[src/thrust_map_rls_estimator_unit_defines.svh]
// Assertion macros for the thrust map estimator
`ifndef THRUST_MAP_RLS_ESTIMATOR_UNIT_DEFINES_SVH
`define THRUST_MAP_RLS_ESTIMATOR_UNIT_DEFINES_SVH
// Assert that an implication holds at every clock edge outside reset
`define TM_ASSERT_IMPL(label, ante, cons) \
  label: assert property (@(posedge clk_i) disable iff (!rst_ni) (ante) |-> (cons)) \
    else $error("assertion failed");
// Assert that an implication holds in the cycle after the antecedent
`define TM_ASSERT_NEXT(label, ante, cons) \
  label: assert property (@(posedge clk_i) disable iff (!rst_ni) (ante) |=> (cons)) \
    else $error("assertion failed");
`endif

[src/tmrls_ram.sv]
// Generic single-port-write, registered-read RAM
`timescale 1ns / 1ps
module tmrls_ram #(
  parameter int Width = 8,
  parameter int Depth = 16
) (
  input  logic                     clk_i,
  input  logic                     we_i,
  input  logic [$clog2(Depth)-1:0] waddr_i,
  input  logic [Width-1:0]         wdata_i,
  input  logic [$clog2(Depth)-1:0] raddr_i,
  output logic [Width-1:0]         rdata_o
);
  logic [Width-1:0] mem_q [Depth];
  always_ff @(posedge clk_i) begin
    if (we_i) begin
      mem_q[waddr_i] <= wdata_i;
    end
    rdata_o <= mem_q[raddr_i];
  end
endmodule

[config.mk]
export PLATFORM = sky130hd
export DESIGN_NAME = tmrls_ram
export DESIGN_NICKNAME = d
export VERILOG_FILES = /design/src/thrust_map_rls_estimator_unit_defines.svh /design/src/tmrls_ram.sv
export SDC_FILE = /design/constraint.sdc
export NUM_CORES = 1
export LEC_CHECK = 0
export BUFFER_PORTS_ARGS = -buffer_cell sky130_fd_sc_hd__buf_4
export CORE_ASPECT_RATIO = 1.25
export CORE_MARGIN = 5
export CORE_UTILIZATION = 57
export CTS_CLUSTER_DIAMETER = 200
export DETAILED_ROUTE_END_ITERATION = 12
export GPL_TIMING_DRIVEN = 0
export PLACE_DENSITY = 0.73
export SETUP_SLACK_MARGIN = 0.02
export SLEW_MARGIN = 40
export SYNTH_ARGS = -nofsm -noshare
export SYNTH_HDL_FRONTEND = slang
export SYNTH_SLANG_ARGS = --single-unit
[constraint.sdc]
create_clock -name clk_i -period 5.3 [get_ports clk_i]
set_clock_uncertainty 0.15 [all_clocks]
set_input_delay 0.53 -clock clk_i [delete_from_list [all_inputs] [get_ports clk_i]]
set_output_delay 0.53 -clock clk_i [all_outputs]
set_load 0.01 [all_outputs]
==> impl_results.md <==
* Routed wire length at 9590 µm
* Multi-input logic area at 1080 µm²
* # IOs at 26
* Clk slew on worst S/H paths at 0.06 ns
* H-Tree Level Count at 4
* Post-synth top flop: edfxtp_1
* Max-Cap Viols at 0
* Critical path startpoint category: primary input
* TritonRoute pass-1 iters at 5
* VDD IR-drop max at 0.336 mV
* Met3 wire len at 692 µm
* Vias in the first global route at 2,507
* Distinct cells, synth at 19
* Outcome: complete, no violations
* Total gr overflow at 0
* Area leader, netlist: edfxtp_1
* Tcrit/Tclk final at 34.2%
* Number of synthesized register bits at 136
* Die width at 95.0 µm
* DP Wirelength at 6040 µm
* Synth area leaders: edfxtp_1 (75%), mux4_2 (7.9%), mux4_1 (7.1%), dfxtp_1 (3.1%), a22oi_1 (2.3%)
* First-pass GRT wire length at 14,500 µm
* Critical path type: in -> reg
* RSZ-0062 raised after global routing: false
* Final hold violation count at 0
* Reg power frac at 47.9%
* F_max at 552 MHz
* Placer Congestion at 0.802
* Comb pwr share at 4.9%
* Critical path cell sequence: buf_4 -> or3b_2 -> nor2_1
* Metal2 WL at 4910 µm
* Final Non-Filler Cells at 405
* Fin crit period at 1.81 ns
* Initial antenna violation count at 0
* DR WL/cell at 23.7 µm
* Number of diodes at 0
* Share of cells above drive strength 1 at 30.5%
* Fin area at 6110 µm²
* DRC viols at 0
* Hold/Removal Path Class: in -> reg
* Iteration-0 DRC Markers at 284
* Pwr Density at 413 nW/µm²
* Worst slew pin tran at 0.810 ns
* CTS tree: built
* Clk buf depth at 2
* Internal Pwr Total at 0.00206 W
* Synth top area share at 74.7%
* Placed Cells at 373
* Switching power share of the total at 18.6%
* Crit path max fanout at 8
* Final setup vio count at 0
* Full die area at 11,000 µm²
* Via count at 2,447
* Synth async-reset ratio at 0%
* Worst Setup End Kind: register
* Remaining antenna violation count at 0
* Synth Cell Area at 5150 µm²
* Die Y at 116 µm
* Worst slew margin at 45.8%
* Synth-to-layout area growth at 18.7%
* Via-per-instance ratio at 6.04
* Top sig layer: met4
* Mean Syn Cell Area at 22.5 µm²
* Psw at 0.000469 W
* Row count at 38
* Syn nets at 247
* Ys Warns at 0
* # nets final at 290
* Port buffer count at 24
* CP max-delay cell: nor2_1
* Post-CTS resize count at 0
* Clk pwr share at 47.2%
* CTS sink cnt at 136
* Pleak at 2.07 nW
* Fillers at 562
* Arrival time of the worst setup path at 1.81 ns
* Register area share after synthesis at 77.8%
* CTS Buf Count at 17
* Pin count of the biggest net entering global routing at 17
* Syn Inst Count at 229
* CTS Hold Buffers Added at 0
* CTS root buffer: clkbuf_8
* Data required, critical path at 5.30 ns
* Seq. cell area at 4000 µm²
* Initial Util at 58.8%
* Slew Limit Fails at 0
* Met1 wire length at 3750 µm
* GRT Overall Usage at 19.8%
* Top-count cell post-synth: edfxtp_1
* Number of flops mapped to enable cells by yosys at 128
* Post-CTS Setup Repair Bufs at 0
* CP max stage delay at 0.64 ns
* Synth top cells by count: edfxtp_1 (128), mux4_2 (18), a22oi_1 (16)
* Clk_lat worst skew at 0.52 ns
* Core Box Area at 8750 µm²
* Setup total negative slack at 0 ns
* Post-place instance area at 5500 µm²
[through the flow]
| stage | hold WS, ns | total power, W | setup WS (ns) | util, % |
|---|---|---|---|---|
| 5_1_grt | 0.158 | 0.00260 | 3.47 | 69.9 |
| 6_report | 0.174 | 0.00252 | 3.49 | 69.9 |
| 3_3_place_gp | 0.507 | 0.00135 | 2.60 | 62.6 |
| 2_1_floorplan | 0.479 | 0.00129 | 3.13 | - |
| 4_1_cts | 0.142 | 0.00254 | 3.48 | 69.8 |
| 3_5_place_dp | 0.514 | 0.00136 | 2.94 | 62.8 |
[critical path, delay by kind of cell]
kind | cells | cell delay [ns]
buf+inv | 1 | 0.12
simple gates | 2 | 1.15
[state kept, by name, indices dropped and copies added (netlist names)]
register  flops
mem_q       128
rdata_o       8
[power groups by stage]
stage | Clock [W] | Sequential, W | Combinational [W]
floorplan | 0 | 0.00123 | 0.0000610
global placement | 0 | 0.00123 | 0.000121
detailed placement | 0 | 0.00123 | 0.000125
CTS | 0.00121 | 0.00121 | 0.000125
global route | 0.00126 | 0.00121 | 0.000133
finish | 0.00119 | 0.00121 | 0.000124
[final timing paths]
kind	start	endpoint	slack [ns]	depth (start not counted)
setup / recovery	waddr_i[2]	mem_q[3][1]	3.49	3
hold reg to reg	mem_q[15][1]	rdata_o[1]	0.53	3
hold / removal	wdata_i[6]	mem_q[8][6]	0.17	1
setup reg to reg	mem_q[1][1]	rdata_o[1]	3.68	3
[layout make-up]
class | instances | share of cell area [%]
clock inverter | 9 | 2.37
buffer | 10 | 1.41
tap | 120 | 2.46
sequential | 136 | 65.5
clock buffer | 23 | 7.64
timing repair buffer | 24 | 2.95
multi-input combinational | 83 | 17.7
[layer usage]
layer  GRT usage, %  vias to the layer above
met5              0                        -
met4           8.85                        0
met3           6.70                       17
met2           31.0                      126
met1           25.4                     1243
li1               -                     1061
[cells in the final DEF, fill, tap and decap left out, types with 3 or more instances in the layout]
cell,instances
dfxtp_1,8
buf_4,25
buf_2,3
clkdlybuf4s25_2,3
bufinv_16,4
nor2_1,12
mux4_1,14
nor3_2,4
buf_6,3
edfxtp_1,128
mux4_2,18
clkinv_2,5
a22oi_1,16
clkbuf_8,4
clkbuf_1,3
clkbuf_16,16
nand2_1,9
[cells by family after synthesis]
kind of cell	after synthesis	synth area share [%]
compound gates	16	2.33
buf+inv	10	1.68
simple gates	35	3.18
mux	32	15.0
flops	136	77.8
No activity file was read; power rests on OpenSTA's default activity.
