===== config.mk =====
export PLATFORM = sky130hd
export DESIGN_NAME = tmrls_div
export DESIGN_NICKNAME = d
export VERILOG_FILES = /design/src/thrust_map_rls_estimator_unit_defines.svh /design/src/tmrls_pkg.sv /design/src/tmrls_div.sv
export SDC_FILE = /design/constraint.sdc
export NUM_CORES = 1
export LEC_CHECK = 0
export BUFFER_PORTS_ARGS = -buffer_cell sky130_fd_sc_hd__buf_2
export CAP_MARGIN = 15
export CORE_MARGIN = 2
export CORE_UTILIZATION = 50
export DETAILED_ROUTE_END_ITERATION = 8
export PLACE_DENSITY = 0.78
export SLEW_MARGIN = 40
export SYNTH_ARGS = -nofsm -noshare
export SYNTH_HDL_FRONTEND = slang
export SYNTH_SLANG_ARGS = --single-unit

===== constraint.sdc =====
create_clock -name clk_i -period 10.1 [get_ports clk_i]
set_clock_uncertainty 0.05 [all_clocks]
set_input_delay 3.03 -clock clk_i [delete_from_list [all_inputs] [get_ports clk_i]]
set_output_delay 3.03 -clock clk_i [all_outputs]
set_load 0.01 [all_outputs]

===== src/thrust_map_rls_estimator_unit_defines.svh =====
// Assertion macros for the thrust map estimator
`ifndef THRUST_MAP_RLS_ESTIMATOR_UNIT_DEFINES_SVH
`define THRUST_MAP_RLS_ESTIMATOR_UNIT_DEFINES_SVH
// Assert that an implication holds at every clock edge outside reset
`define TM_ASSERT_IMPL(label, ante, cons) \
  label: assert property (@(posedge clk_i) disable iff (!rst_ni) (ante) |-> (cons)) \
    else $error("assertion failed");
// Assert that an implication holds in the cycle after the antecedent
`define TM_ASSERT_NEXT(label, ante, cons) \
  label: assert property (@(posedge clk_i) disable iff (!rst_ni) (ante) |=> (cons)) \
    else $error("assertion failed");
`endif


===== src/tmrls_pkg.sv =====
// Shared types and constants for the thrust map estimator
`timescale 1ns / 1ps
package tmrls_pkg;
  localparam logic [1:0] ACT_CMD    = 2'd0;
  localparam logic [1:0] ACT_MEAS   = 2'd1;
  localparam logic [1:0] ACT_REINIT = 2'd2;

  localparam logic [1:0] REG_GAIN   = 2'd0;
  localparam logic [1:0] REG_RHO    = 2'd1;
  localparam logic [1:0] REG_MINAGE = 2'd2;
  localparam logic [1:0] REG_MAXAGE = 2'd3;

  localparam logic [63:0] COV_INIT = 64'd1099511627776000000;
  localparam logic signed [15:0] THR_ONE = 16'sd16384;

  typedef enum logic [16:0] {
    ST_IDLE  = 17'b00000000000000001,
    ST_TDIV  = 17'b00000000000000010,
    ST_RD    = 17'b00000000000000100,
    ST_CHK   = 17'b00000000000001000,
    ST_M1    = 17'b00000000000010000,
    ST_M2    = 17'b00000000000100000,
    ST_M3    = 17'b00000000001000000,
    ST_M4    = 17'b00000000010000000,
    ST_D     = 17'b00000000100000000,
    ST_PDIV  = 17'b00000001000000000,
    ST_E1    = 17'b00000010000000000,
    ST_G1    = 17'b00000100000000000,
    ST_G2    = 17'b00001000000000000,
    ST_G3    = 17'b00010000000000000,
    ST_G4    = 17'b00100000000000000,
    ST_E2    = 17'b01000000000000000,
    ST_OUT   = 17'b10000000000000000
  } state_e;

  typedef struct packed {
    logic        start;
    logic [127:0] dividend;
    logic [63:0]  divisor;
  } div_req_t;
endpackage


===== src/tmrls_div.sv =====
// Restoring divider, one quotient bit per cycle, 128 by 64 to 64 bits
`timescale 1ns / 1ps
module tmrls_div
  import tmrls_pkg::*;
(
  input  logic        clk_i,
  input  logic        rst_ni,
  input  div_req_t    req_i,
  output logic        done_o,
  output logic [63:0] quot_o
);
  logic [64:0]  rem_q, rem_d;
  logic [63:0]  lo_q, lo_d;
  logic [63:0]  quot_q, quot_d;
  logic [63:0]  dvs_q;
  logic [6:0]   cnt_q, cnt_d;
  logic         busy_q, busy_d;
  logic         sat_q, sat_d;
  logic         done_q, done_d;
  logic [64:0]  shifted;

  always_comb begin
    rem_d = rem_q;
    lo_d = lo_q;
    quot_d = quot_q;
    cnt_d = cnt_q;
    busy_d = busy_q;
    sat_d = sat_q;
    done_d = 1'b0;
    shifted = {rem_q[63:0], lo_q[63]};
    if (req_i.start) begin
      rem_d = {1'b0, req_i.dividend[127:64]};
      lo_d = req_i.dividend[63:0];
      quot_d = '0;
      cnt_d = '0;
      busy_d = 1'b1;
      sat_d = (req_i.dividend[127:64] >= req_i.divisor);
    end else if (busy_q) begin
      lo_d = {lo_q[62:0], 1'b0};
      if (shifted >= {1'b0, dvs_q}) begin
        rem_d = shifted - {1'b0, dvs_q};
        quot_d = {quot_q[62:0], 1'b1};
      end else begin
        rem_d = shifted;
        quot_d = {quot_q[62:0], 1'b0};
      end
      cnt_d = cnt_q + 7'd1;
      if (cnt_q == 7'd63) begin
        busy_d = 1'b0;
        done_d = 1'b1;
      end
    end
  end

  always_ff @(posedge clk_i or negedge rst_ni) begin
    if (!rst_ni) begin
      busy_q <= 1'b0;
      done_q <= 1'b0;
      cnt_q <= '0;
    end else begin
      busy_q <= busy_d;
      done_q <= done_d;
      cnt_q <= cnt_d;
    end
  end

  always_ff @(posedge clk_i) begin
    rem_q <= rem_d;
    lo_q <= lo_d;
    quot_q <= quot_d;
    sat_q <= sat_d;
    if (req_i.start) begin
      dvs_q <= req_i.divisor;
    end
  end

  assign done_o = done_q;
  assign quot_o = sat_q ? '1 : quot_q;
endmodule


==> flow_metrics.py <==
metrics = {
    "outcome": {
        "outcome": "finished clean",
    },
    "cells_and_area": {
        "utilization_pct": 58.39,
        "final_area_sq_um": 19480,
        "drive_above_1_share_pct": 26.49,
        "fin_cells": 2375,
        "nets": 2214,
        "syn2layout_area_growth_pct": 15.69,
    },
    "detailed_routing": {
        "vias_per_cell": 5.579,
        "num_vias": 13249,
        "wl_per_cell_um": 17.70,
        "ant_nets": 0,
        "drtPass1Iterations": 8,
        "drtIter0Drc": 1041,
        "routed_wl_um": 42050,
        "drc": 0,
    },
    "clock_network": {
        "cts_sinks": 266,
        "cts_tree": "built",
        "cts-hold-fix-buffers": 0,
        "insertion_delay_ps": 580,
        "numCtsBuffers": 31,
        "post-cts-setup-buffer-count": 0,
        "cts_resized": 0,
        "cts_buffer_depth": 3,
        "htreeDepth": 1,
        "clk_pin_slew_ps": 70,
        "cts_root_buf": "clkbuf_16",
    },
    "yosys": {
        "yosys_warnings": 0,
        "syn_area_per_cell_sq_um": 10.08,
        "synth-edff-count": 193,
        "synth-seq-cells": 266,
        "syn-num-nets": 1995,
        "postSynth.asyncResetShare_pct": 3.383,
        "synthCells": 1670,
        "yosysSeqAreaShare_pct": 43.37,
        "synth_area_sq_um": 16840,
        "synth_cell_types": 78,
        "synth_flop_cell": "edfxtp_1",
    },
    "global_route": {
        "grt_pass1_wl_um": 67690,
        "grt_usage_pct": 23.56,
        "antenna_found_initial": 15,
        "grt_max_degree": 98,
        "overflow": 0,
        "grt_pass1_vias": 13348,
    },
    "worst_setup_path": {
        "crit_path_end_kind": "register",
        "cp_max_fo": 2,
        "critPathRequiredTime_ps": 10360,
        "crit_type": "in2reg",
        "r2r_cells": 12,
        "cp.arrival_ps": 5710,
        "startpoint_type": "input port",
    },
    "pwr": {
        "switchingPower_mw": 1.957,
        "p_leak_nw": 9.078,
        "pwr-share-comb_pct": 47.5,
        "sequentialPowerShare_pct": 30.6,
        "sw_frac_of_total_pct": 39.09,
        "p_clk_share_pct": 21.9,
        "max-vdd-ir-drop_uv": 161.7,
        "p_per_area_nw_per_um2": 257.0,
        "internal_power_mw": 3.049,
    },
    "die": {
        "io_pins": 260,
        "die_w_um": 187.5,
        "start_util_pct": 50.47,
        "core-area_sq_um": 33360,
        "num_rows": 67,
        "fp.dieH_um": 187.5,
        "dieArea_sq_um": 35160,
    },
    "placement": {
        "dp_hpwl_um": 31090,
        "place_ws_ps": 4118,
        "place_congestion": 0.9217,
        "port_buffers": 259,
        "place_area_sq_um": 18430,
        "placedCellCount": 2304,
    },
    "sta": {
        "worst_pin_slew_ps": 794.3,
        "setup_ws_ps": 4656,
        "setup-tns-final_ps": 0,
        "slew_headroom_pct": 47.05,
        "min_period_over_period_pct": 53.90,
        "setup_viol": 0,
        "rsz0062_at_grt": "no",
        "period_needed_ps": 5444,
        "hold_viol": 0,
        "max_clock_freq_ghz": 0.1837,
        "finalMaxSlewViolations": 0,
    },
    "flow_run": {
        "drv_cap": 0,
    },
    "min_path": {
        "holdPathStages": 2,
        "min-delay-path-class": "reg2reg",
    },
}
## per-layer routing
metal,vias up,track usage (%),wire (um)
li1,6440,-,-
met1,6265,29.71,17590
met2,426,39.59,19850
met3,110,4.904,2735
met4,8,9.600,1820
met5,-,0,52
## registers in the layout, indices dropped and copies added (netlist names)
name    count
busy_q      1
quot_q     64
cnt_q       7
done_o      1
dvs_q      64
lo_q       64
sat_q       1
rem_q      64
## kinds of logic (layout without fill, tap and decap cells)
| logic type | after synthesis | in the layout | synth area share, % |
|---|---|---|---|
| other | 0 | 13 | 0 |
| flip-flops | 266 | 266 | 43.37 |
| multiplexers | 172 | 172 | 11.01 |
| buffers and inverters | 235 | 479 | 5.499 |
| AO/OA/AOI/OAI | 372 | 372 | 14.42 |
| adder cells (fa/ha/maj) | 130 | 130 | 9.705 |
| XOR/XNOR | 59 | 59 | 3.069 |
| AND/OR/NAND/NOR | 436 | 436 | 12.92 |
## critical path, stage by stage
cell and delay (ps):
buf_2 100, inv_1 50, ha_1 310, a21o_1 200
a21o_1 170, a2111oi_0 410, o21ai_0 200, a21oi_1 190
o221ai_1 240, a211o_1 380, a221oi_1 300, o21ai_0 140
## power groups by stage
stage	registers (mW)	clock network [mW]	logic (mW)
finish	1.53	1.10	2.38
global route	1.55	1.16	2.64
CTS	1.53	1.12	2.35
detailed placement	1.55	0	2.33
global placement	1.54	0	2.28
floorplan	1.51	0	1.83
## through the flow
step / hold slack (ps) / power, mW
after detailed placement: 437.0 / 3.872
after global routing: 476.6 / 5.351
after global placement: 416.8 / 3.818
final: 447.8 / 5.006
after floorplan: 402.3 / 3.341
after CTS: 451.2 / 5.000
## layout by cell type, fill, tap and decap left out, types with 5 or more instances in the layout
| cell type | count |
|---|---|
| ha_1 | 129 |
| diode_2 | 13 |
| dfrtp_1 | 8 |
| a21oi_1 | 101 |
| a211oi_1 | 15 |
| and2_1 | 7 |
| mux2i_1 | 66 |
| clkbuf_16 | 34 |
| and3_1 | 7 |
| buf_2 | 258 |
| mux2_2 | 104 |
| xor2_1 | 24 |
| o31ai_1 | 6 |
| nor2_1 | 122 |
| nand3_1 | 15 |
| nand2b_1 | 11 |
| and4_1 | 5 |
| o21ai_0 | 94 |
| o21ai_1 | 10 |
| inv_1 | 155 |
| clkbuf_1 | 12 |
| xnor2_1 | 35 |
| o211ai_1 | 6 |
| nor2b_1 | 17 |
| nor3_1 | 14 |
| dfxtp_1 | 64 |
| edfxtp_1 | 193 |
| nand4_1 | 36 |
| a221oi_1 | 6 |
| nand2_1 | 107 |
| o21a_1 | 10 |
| or2_2 | 66 |
| a31oi_1 | 11 |
| nor4_1 | 7 |
| o21bai_1 | 18 |
| a21o_1 | 49 |
| a221o_1 | 7 |
## cells in the mapped netlist, types with 36 or more instances
library cell | instances | area (sq um)
a21o_1 | 49 | 367.9
nand2_1 | 107 | 401.6
nand4_1 | 36 | 225.2
edfxtp_1 | 193 | 5796
a21oi_1 | 101 | 505.5
nor2_1 | 123 | 461.7
o21ai_0 | 94 | 470.5
clkbuf_1 | 47 | 176.4
mux2i_1 | 66 | 660.6
dfxtp_1 | 64 | 1281
ha_1 | 129 | 1614
or2_2 | 67 | 419.2
inv_1 | 155 | 581.8
mux2_2 | 104 | 1171
## area by class of cell
cell class | count | area, sq um
diodes | 13 | 32.53
clock buffers | 50 | 950.9
clock inverters | 8 | 63.81
fillers | 2889 | 13880
inverters | 155 | 581.8
multi-input cells | 1169 | 8615
flip-flops and latches | 266 | 7306
well taps | 448 | 560.5
repair buffers | 266 | 1370
## worst paths after layout
kind | start | end | slack, ps
min in group asynchronous | rst_ni | busy_q | 2250
worst min-delay path | quot_q[63] | quot_q[63] | 450
worst max-delay path | req_i[5] | sat_q | 4660
worst min register to register | quot_q[63] | quot_q[63] | 450
worst max register to register | rem_q[13] | rem_q[0] | 5720
max in group asynchronous | rst_ni | busy_q | 7540
Power figures use the tool's default switching activity.
